<file path="config.mk">
export PLATFORM = sky130hd
export DESIGN_NAME = binary_image_outline
export DESIGN_NICKNAME = d
export VERILOG_FILES = /design/src/rtl/bio_pkg.sv /design/src/rtl/binary_image_outline.sv /design/src/rtl/bio_ram.sv
export SDC_FILE = /design/constraint.sdc
export NUM_CORES = 2
export LEC_CHECK = 0
export ABC_AREA = 1
export BUFFER_PORTS_ARGS = -buffer_cell sky130_fd_sc_hd__buf_2
export CELL_PAD_IN_SITES_DETAIL_PLACEMENT = 0
export CELL_PAD_IN_SITES_GLOBAL_PLACEMENT = 1
export CORE_ASPECT_RATIO = 1.75
export CORE_MARGIN = 2
export CORE_UTILIZATION = 40
export DETAILED_ROUTE_END_ITERATION = 6
export MAX_ROUTING_LAYER = met4
export PLACE_DENSITY_LB_ADDON = 0.2
export SYNTH_ARGS = -nofsm -noshare
export SYNTH_HDL_FRONTEND = slang
export SYNTH_SLANG_ARGS = --single-unit
</file>
<file path="constraint.sdc">
create_clock -name clk -period 16.3 [get_ports clk]
set_clock_uncertainty 0.05 [all_clocks]
set_input_delay 2.445 -clock clk [delete_from_list [all_inputs] [get_ports clk]]
set_output_delay 2.445 -clock clk [all_outputs]
set_load 0.01 [all_outputs]
</file>
<file path="src/rtl/bio_pkg.sv">
`default_nettype none
// ----------------------------------------------------------------------------
// bio_pkg
// Shared widths, types and the 3x3 window functions of the outline block.
// ----------------------------------------------------------------------------
package bio_pkg;

  localparam int PIX_W = 16;
  localparam int CFG_W = 7;

  typedef logic [PIX_W-1:0] word_t;

  // window rows: 0 above, 1 middle, 2 incoming; columns: 0 left, 1 centre, 2 right
  typedef logic [8:0][PIX_W-1:0] win_t;

  typedef struct packed {
    word_t outline_pixels;
    logic  row_end;
    logic  last;
  } res_t;

  function automatic win_t win_shift(win_t w, word_t a, word_t m, word_t b);
    win_t nw;
    nw    = w;
    nw[0] = w[1];
    nw[1] = w[2];
    nw[2] = a;
    nw[3] = w[4];
    nw[4] = w[5];
    nw[5] = m;
    nw[6] = w[7];
    nw[7] = w[8];
    nw[8] = b;
    return nw;
  endfunction

  function automatic logic [PIX_W+1:0] span_of(word_t l, word_t c, word_t r);
    return {l[0], c, r[PIX_W-1]};
  endfunction

  function automatic word_t outline_word(win_t w);
    logic [PIX_W+1:0] a;
    logic [PIX_W+1:0] m;
    logic [PIX_W+1:0] b;
    logic [PIX_W+1:0] nb;
    a  = span_of(w[0], w[1], w[2]);
    m  = span_of(w[3], w[4], w[5]);
    b  = span_of(w[6], w[7], w[8]);
    nb = a | (a << 1) | (a >> 1) | b | (b << 1) | (b >> 1) | (m << 1) | (m >> 1);
    return nb[PIX_W:1] & ~w[4];
  endfunction

endpackage
`default_nettype wire

</file>
<file path="src/rtl/binary_image_outline.sv">
`default_nettype none
// ----------------------------------------------------------------------------
// binary_image_outline
// 8-neighbour outline of a 1-bit raster image streamed as 16-pixel words.
// ----------------------------------------------------------------------------
// Throughput: one input word per cycle unless the output queue lacks room;
// after the first row of an image, the first word of a row yields no result
// beat and the last yields two, so a row of N words gives N beats. Both line
// buffers share one RAM read and one write per word.
// Reset clears counters, window and output queue; line buffers keep contents.
// ----------------------------------------------------------------------------
module binary_image_outline #(
  parameter int MAX_WORDS = 64
) (
  input  wire logic                      clk,
  input  wire logic                      rst,
  input  wire logic                      cfg_we,
  input  wire logic [bio_pkg::CFG_W-1:0] cfg_wdata,
  input  wire logic                      in_valid,
  output logic                           in_ready,
  input  wire logic [bio_pkg::PIX_W-1:0] pixels,
  input  wire logic                      image_start,
  output logic                           out_valid,
  input  wire logic                      out_ready,
  output logic      [bio_pkg::PIX_W-1:0] outline_pixels,
  output logic                           row_end,
  output logic                           last
);
  import bio_pkg::*;

  localparam int ADDR_W = (MAX_WORDS > 1) ? $clog2(MAX_WORDS) : 1;
  localparam int LIM_W  = $clog2(MAX_WORDS + 1);
  localparam int CMP_W  = (LIM_W > CFG_W) ? LIM_W : CFG_W;

  logic [CFG_W-1:0]  line_words;
  logic [ADDR_W-1:0] column_count;
  logic [1:0]        rows_seen;

  logic              s1_valid;
  word_t             s1_pixels;
  logic [ADDR_W-1:0] s1_col;
  logic              s1_last_col;
  logic [1:0]        s1_rows;
  logic              fwd;
  logic [2*PIX_W-1:0] fwd_data;
  logic [2*PIX_W-1:0] ram_q;

  win_t              win;
  res_t              q [2];
  res_t              q_next [2];
  logic [1:0]        count;
  logic [1:0]        count_next;

  logic              in_fire;
  logic              s1_fire;
  logic              pop;

  logic [CMP_W-1:0]  len;
  logic [CMP_W-1:0]  col_ext;
  logic [ADDR_W-1:0] cnt_cur;
  logic [ADDR_W-1:0] col;
  logic              col_last;
  logic [1:0]        rs_cur;

  logic [2*PIX_W-1:0] rd;
  logic [2*PIX_W-1:0] wr_data;
  word_t             above;
  word_t             middle;
  win_t              base;
  win_t              w1;
  win_t              w2;
  logic              has_mid;
  logic              has_end;
  logic [1:0]        n_push;
  logic [1:0]        count_pop;
  res_t              res0;
  res_t              res1;

  // input side: row position of the arriving word
  always_comb begin
    if (line_words == '0) begin
      len = CMP_W'(1);
    end else if (CMP_W'(line_words) > CMP_W'(MAX_WORDS)) begin
      len = CMP_W'(MAX_WORDS);
    end else begin
      len = CMP_W'(line_words);
    end
    cnt_cur  = image_start ? '0 : column_count;
    rs_cur   = image_start ? 2'd0 : rows_seen;
    col_ext  = (CMP_W'(cnt_cur) >= len) ? len - CMP_W'(1) : CMP_W'(cnt_cur);
    col      = col_ext[ADDR_W-1:0];
    col_last = (col_ext == len - CMP_W'(1));
  end

  // processing stage
  always_comb begin
    rd      = fwd ? fwd_data : ram_q;
    above   = (s1_rows >= 2'd2) ? rd[2*PIX_W-1:PIX_W] : '0;
    middle  = (s1_rows != 2'd0) ? rd[PIX_W-1:0] : '0;
    wr_data = {rd[PIX_W-1:0], s1_pixels};
    base    = (s1_col == '0) ? '0 : win;
    w1      = win_shift(base, above, middle, s1_pixels);
    w2      = win_shift(w1, '0, '0, '0);
    has_mid = (s1_rows != 2'd0) && (s1_col != '0);
    has_end = (s1_rows != 2'd0) && s1_last_col;
    n_push  = {1'b0, has_mid} + {1'b0, has_end};
    res1    = '{outline_pixels: outline_word(w2), row_end: 1'b1, last: 1'b1};
    if (has_mid) begin
      res0 = '{outline_pixels: outline_word(w1), row_end: 1'b0, last: !has_end};
    end else begin
      res0 = res1;
    end
  end

  assign pop       = out_valid && out_ready;
  assign count_pop = count - {1'b0, pop};
  assign s1_fire   = s1_valid && ({1'b0, count_pop} + {1'b0, n_push} <= 3'd2);
  assign in_ready  = !s1_valid || s1_fire;
  assign in_fire   = in_valid && in_ready;

  // output queue, two entries
  always_comb begin
    q_next     = q;
    count_next = count_pop;
    if (pop) begin
      q_next[0] = q[1];
    end
    if (s1_fire && n_push != 2'd0) begin
      q_next[count_pop[0]] = res0;
      if (n_push == 2'd2) begin
        q_next[1] = res1;
      end
      count_next = count_pop + n_push;
    end
  end

  assign out_valid      = (count != 2'd0);
  assign outline_pixels = q[0].outline_pixels;
  assign row_end        = q[0].row_end;
  assign last           = q[0].last;

  bio_ram #(
    .WIDTH (2 * PIX_W),
    .DEPTH (MAX_WORDS)
  ) u_lines (
    .clk   (clk),
    .we    (s1_fire),
    .waddr (s1_col),
    .wdata (wr_data),
    .re    (in_fire),
    .raddr (col),
    .rdata (ram_q)
  );

  always_ff @(posedge clk) begin
    if (rst) begin
      line_words   <= CFG_W'(1);
      column_count <= '0;
      rows_seen    <= 2'd0;
      s1_valid     <= 1'b0;
      count        <= 2'd0;
      win          <= '0;
    end else begin
      if (cfg_we) begin
        line_words <= cfg_wdata;
      end
      if (in_fire) begin
        column_count <= col_last ? '0 : col + ADDR_W'(1);
        rows_seen    <= (col_last && rs_cur != 2'd2) ? rs_cur + 2'd1 : rs_cur;
        s1_valid     <= 1'b1;
      end else if (s1_fire) begin
        s1_valid <= 1'b0;
      end
      if (s1_fire) begin
        win <= s1_last_col ? w2 : w1;
      end
      count <= count_next;
    end
  end

  always_ff @(posedge clk) begin
    q <= q_next;
    if (in_fire) begin
      s1_pixels   <= pixels;
      s1_col      <= col;
      s1_last_col <= col_last;
      s1_rows     <= rs_cur;
      fwd         <= s1_fire && (s1_col == col);
      fwd_data    <= wr_data;
    end
  end

endmodule
`default_nettype wire

</file>
<file path="src/rtl/bio_ram.sv">
`default_nettype none
// ----------------------------------------------------------------------------
// bio_ram
// Simple dual-port RAM, one write port, one registered read port.
// ----------------------------------------------------------------------------
module bio_ram #(
  parameter  int WIDTH = 32,
  parameter  int DEPTH = 64,
  localparam int AW    = (DEPTH > 1) ? $clog2(DEPTH) : 1
) (
  input  wire logic             clk,
  input  wire logic             we,
  input  wire logic [AW-1:0]    waddr,
  input  wire logic [WIDTH-1:0] wdata,
  input  wire logic             re,
  input  wire logic [AW-1:0]    raddr,
  output logic      [WIDTH-1:0] rdata
);

  logic [WIDTH-1:0] mem [DEPTH];

  always_ff @(posedge clk) begin
    if (re) begin
      rdata <= mem[raddr];
    end
    if (we) begin
      mem[waddr] <= wdata;
    end
  end

endmodule
`default_nettype wire

</file>
# Word level (Yosys, flattened, before mapping)
# Memories as Yosys holds them, arrays and structs flattened. A register that Yosys moved wholly into a read port is not among the register bits.
# Index checks and enable logic that the tools add are counted.
# Widths: inputs -> output; s select.
# word_totals
input_bits	29
n_memories	1
reg_bits	256
ram_bits	2048
# mem_list
memory	words	width	rd	rd_ports_with_merged_regs	wr	line_no	text
u_lines.mem	64	32	1	1	1	bio_ram.sv:20	logic [WIDTH-1:0] mem [DEPTH];
# op_classes
mux	24
addsub	7
bitwise	19
n_reduce_logical	19
n_lt_le_gt_ge	6
eq_ne	4
# op_table
cell	n
$mux 144	2
$or 17x17->17	14
$mux 18	4
$bwmux 36	1
$mux 36	1
$and 16x16->16	2
$mux 16	2
$mux 32	1
$not 16->16	2
$mux 7	3
$demux 18 s1	1
$mux 6	2
$logic_and 1x1->1	9
$reduce_bool 2->1	4
$eq 7x7->1	1
$ge 6x7->1	1
$gt 7x7->1 const B	1
$logic_not 7->1	1
$sub 7x1->7 const B	1
$add 6x1->6 const B	1
$eq 6x6->1	1
$logic_not 6->1	1
$mux 2	3
$reduce_bool 6->1	1
other kinds (14)	19

# Longest topological paths before layout
# depth
depth_word	14
mapped_depth	23
depth_no_buf	20

# By module
# From an unflattened synthesis, not the netlist that was laid out.
# hier_totals
hier_cells	7815
area_unflattened_um2	91342.6
# by_module_without_submodules
module	cells_each	area_each_um2	seq_area_each_um2	instances
bio_ram	6769	83058.4	62459.9	1
binary_image_outline	1046	8284.2	4023.9	1

# Least setup slack after synthesis
# No wires, ideal clock.
# synth_path
path_kind	input-to-reg
start	in out_ready
end	reg rows_seen[0]
path_slack_ps	9348
stages	15
path_buffers	1
arrival_ps	6774
path_cell_list	nand2_1 clkinv_1 clkbuf_1 ha_1 inv_1 ha_1 fa_1 nand2_1 inv_1 o21ai_0 nand2_1 inv_1 nand4_1 nand2_1 nor2_1
# synth_between
elab_chain_cells	7
# synth_lines
item	line_no	text
start, declared	binary_image_outline.sv:24	input wire logic out_ready,
$logic_and 1x1->1	binary_image_outline.sv:115	assign pop = out_valid && out_ready;
$sub 2x1->2	binary_image_outline.sv:116	assign count_pop = count - {1'b0, pop};
$add 2x2->3	binary_image_outline.sv:117	assign s1_fire = s1_valid && ({1'b0, count_pop} + {1'b0, n_push} <= 3'd2);
$le 3x2->1	binary_image_outline.sv:117	
$logic_and 1x1->1	binary_image_outline.sv:117	
$logic_or 1x1->1	binary_image_outline.sv:118	assign in_ready = !s1_valid || s1_fire;
net in_ready	binary_image_outline.sv:20	output logic in_ready,
$logic_and 1x1->1	binary_image_outline.sv:119	assign in_fire = in_valid && in_ready;
net in_fire	binary_image_outline.sv:54	logic in_fire;
end signal, assigned	binary_image_outline.sv:169	rows_seen <= (col_last && rs_cur != 2'd2) ? rs_cur + 2'd1 : rs_cur;
end, declared	binary_image_outline.sv:37	logic [1:0] rows_seen;
# The timed path passes the listed nets, and every way through them passes these cells.
# A chain may end at the register's enable or synchronous reset.

# Final worst setup path
# layout_path
start	reg s1_col[3]
end	out in_ready
# layout_between
elab_chain_cells	7
# layout_lines
item	line_no	text
start, declared	binary_image_outline.sv:41	logic [ADDR_W-1:0] s1_col;
start signal, assigned	binary_image_outline.sv:185	s1_col <= col;
$reduce_bool 6->1	binary_image_outline.sv:104	has_mid = (s1_rows != 2'd0) && (s1_col != '0);
$logic_and 1x1->1	binary_image_outline.sv:104	
$add 1x1->2	binary_image_outline.sv:106	n_push = {1'b0, has_mid} + {1'b0, has_end};
$add 2x2->3	binary_image_outline.sv:117	
$le 3x2->1	binary_image_outline.sv:117	
$logic_and 1x1->1	binary_image_outline.sv:117	
$logic_or 1x1->1	binary_image_outline.sv:118	
end, declared	binary_image_outline.sv:20	
# No other way between the ends.

==> results.md <==
- Number of distinct library cells after synthesis: 45
- Cell with the largest stage delay on the worst path: sky130_fd_sc_hd__inv_1
- Global-route usage over all layers: 0.248
- Die area: 244000 um2
- Proportion of netlist area held by the largest area contributor: 0.676
- Total Wirelength: roughly 300000 um
- Number of cells on the worst hold path: 2
- Hold path endpoint: win[80]$_SDFFE_PP0P_
- Leading register cell type out of synthesis: sky130_fd_sc_hd__edfxtp_1
- Initial antenna violation count: 6
- Sort of element at the start of the critical path: register
- Largest stage delay on the critical path: ~0.73 ns
- Overflow left after global routing: 0
- Layout filler cell count: ~22000
- Most frequent cells after synthesis: sky130_fd_sc_hd__nand2_1, sky130_fd_sc_hd__edfxtp_1, sky130_fd_sc_hd__nand3_1, sky130_fd_sc_hd__inv_1, sky130_fd_sc_hd__o211ai_1
- Multi-input gate area in the final layout: about 22000 um2
- Portion of total power attributed to the clock network: 0.250
- Outcome: complete, no violations
- Storage element area: between 60000 and 70000 um2
- Startpoint of the tightest hold check path: win[80]$_SDFFE_PP0P_
- Final worst-path cycle share: 0.495
- Post-synth ARST share: 0
- Post-synthesis cell area: ~96000 um2
- Number of gates resized after cts: 0
- Max Fclk: around 120 MHz
- Number of nets in the final layout: between 8000 and 9000
- Gpl congestion: around 0.84
- Count of hold buffers inserted by post-cts repair: 0
- Dpl ws: ~8 ns
- Via count: 63948
- Net switching power of the design: roughly 0.0076 W
- Max rail drop VDD: around 0.00015 V
- Areal power density over the cells: 179 nW/um2
- Origin of the critical flop-to-flop path: s1_col[3]$_DFFE_PP_
- Synth Area per Inst: ~11 um2
- Least setup slack across all paths after layout: a little over 8 ns
- Count leader, synth: sky130_fd_sc_hd__nand2_1
- Initial Util: 0.402
- H-tree levels: 4
- Number of iterations in the first detailed-routing pass: 6
- Post-route DRC: 0
- Post-synthesis instance total: 8974
- Critical path type: register to output port
- Cell repeated most along the worst path: sky130_fd_sc_hd__inv_1
- FF-to-FF setup slack: between 8 and 9 ns
- Minimum clock period: 8.06 ns
- Setup Fix Bufs, Post-CTS: 0
- Total core area: 238000 um2
- R2R depth: 14
- Top cell type by total area after synthesis: sky130_fd_sc_hd__edfxtp_1
- Fraction of layout instances using a drive strength above 1: 0.0648
- Critical path arrival: around 5.6 ns
- Estimated wirelength of the detail-placed design: approximately 160000 um
- Post-synthesis sequential element count: approximately 2200
- Vias per std cell: 5.26
- Detail-routed net length per standard cell: 24.5 um
- Least-Margin Pin Slew: between 1 and 1.5 ns
- Launch point of the worst path: s1_col[3]$_DFFE_PP_
- Type of element capturing the critical path: output port
- Leading cell types by total area after synthesis: sky130_fd_sc_hd__edfxtp_1, sky130_fd_sc_hd__nand2_1, sky130_fd_sc_hd__nand3_1
- Number of hold-slack violations in the final timing report: 0
- YS warnings: 0
- Maximum buffer depth of the clock tree: 4
- Worst rel slew slack: 0.160
- Synthesized netlist net count: around 9000
- Maximum number of pins on one net before global-route repair: 189
- Area growth from synthesis to layout: 10.5%
- Crit path cell chain: inv_1 -> nand2_1 -> nor2_1 -> inv_1 -> nand2_1 -> inv_1 -> ha_1 -> fa_1 -> nand2_1 -> inv_1 -> o21ai_0 -> buf_2
- PortBufs: 48
- Buffer type at the clock tree root: sky130_fd_sc_hd__clkbuf_16
- Reg clk slew, reported paths: roughly 0.070 ns
- Io pins: 49
- Power consumption: about 0.019 W
- Die height: 652 um
- Via count of the first global-routing pass: ~62000
- Cell row count: 237
- X dimension of the die: ~370 um
- Count of clock tree sinks: 2243
- Sequential group share of total power: 0.383
- TritonCTS clock tree: done
- Crit Reg-Reg Endpoint: u_lines.mem[55][26]$_DFFE_PP_
- Worst Hold Class: register to register
- Antenna-violating nets left: 0
- Number of synthesized flops with an enable pin: between 2000 and 2500
- Starting DRC count in detailed routing: approximately 5500
- Critical path required time: around 14 ns
- Leakage Power: around 42 nW
- Number of buffers added by the clock tree synthesis step: 209
- Max-Cap Viols: 0
- Logic gate share of total power: 0.368
- Net Sw Frac: 0.401
- Skew-Pair Late Insertion Delay: a little under 0.9 ns
- Total count of max-transition violations in the final report: 0
- Total negative slack for setup checks: 0 ns
- Post-synthesis sequential area ratio: 0.694
- Maximum net fanout on the critical path: 26
- Setup repair after global routing missed its margin: no
- Final Setup Violations: 0
- Internal power consumption: 0.0114 W
- Wire length of the first global-routing pass: 432000 um
[layout by cell type (no fill, tap or decap), drive strengths merged, types with 30 or more instances in the layout]
| cell type | n |
|---|---|
| o211ai | 278 |
| buf | 203 |
| nor4 | 30 |
| nor2 | 144 |
| nand2 | 2589 |
| dfxtp | 87 |
| edfxtp | 2156 |
| clkinv | 104 |
| nand3 | 1514 |
| o21ai | 74 |
| inv | 1409 |
| a21oi | 89 |
| clkbuf | 250 |
[power by group through the flow]
stage          combinational, W  clock, W  sequential (W)
4_1_cts                 0.00703   0.00482         0.00725
5_1_grt                 0.00762   0.00499         0.00726
3_3_place_gp            0.00697         0         0.00737
3_5_place_dp            0.00701         0         0.00737
6_report                0.00697   0.00473         0.00725
2_1_floorplan           0.00434         0         0.00734
[critical path: cells and delay by family (launching register included)]
kind / cells / cell delay [ns]
and+or+nand+nor: 4 / 1.39
adders and majority gates: 2 / 1.14
AOI/OAI and AO/OA: 1 / 0.27
DFF: 1 / 0.47
buffers and inverters: 5 / 1.40
[final cells by class]
cell class,instances,area share
Timing Repair Buffer,203,0.0143
Clock inverter,119,0.00832
Sequential cell,2243,0.628
Inverter,1410,0.0501
Antenna cell,3,0.0000709
Tap cell,3107,0.0367
Multi-Input combinational cell,4816,0.211
Clock buffer,250,0.0516
[how the worst max path moves through the flow]
stage               cells past startpoint  slack, ns                    endpoint
finish                                 12       8.24                    in_ready
global route                           12       7.99                    in_ready
CTS                                    12       8.19                    in_ready
detailed placement                     21       8.20  u_lines.rdata[5]$_DFFE_PP_
global placement                       21       8.25  u_lines.rdata[1]$_DFFE_PP_
floorplan                              15       9.35   rows_seen[0]$_SDFFE_PP0P_
[state kept, by name, indices dropped and copies added, names as in the netlist, named ones only]
name,count
fwd_data,32
line_words,7
row_end,1
count,2
s1_last_col,1
s1_pixels,16
win,51
last,1
u_lines.rdata,32
fwd,1
rows_seen,2
column_count,6
q,2
outline_pixels,16
s1_col,6
u_lines.mem,2048
s1_rows,2
s1_valid,1
[routing by layer]
| metal | vias up | routed length [um] | track usage |
|---|---|---|---|
| met3 | 477 | 14100 | 0.0253 |
| met5 | - | 0 | - |
| li1 | 29721 | - | - |
| met1 | 31912 | 117000 | 0.289 |
| met4 | 0 | 11700 | 0.0909 |
| met2 | 1838 | 155000 | 0.442 |
[cell families (layout without fill, tap and decap cells)]
kind of cell	Yosys count	in the layout	share of synthesized area
AND/OR/NAND/NOR	4327	4327	0.192
XOR/XNOR	6	6	0.000548
buffers and inverters	1915	1982	0.0794
AO/OA/AOI/OAI	467	467	0.0326
multiplexers	1	1	0.000104
flip-flops	2243	2243	0.694
other	0	3	0
adder cells (fa/ha/maj)	15	15	0.00204
[per-stage QoR]
step	hold slack, ns	utilization	instance area [um2]	cells
floorplan	0.391	-	95800	8974
global placement	0.404	0.418	99500	11778
detailed placement	0.407	0.418	99500	11778
CTS	0.417	0.445	106000	12147
global route	0.429	0.445	106000	12150
finish	0.417	0.445	106000	12151
(Power assumes the default switching activity.)
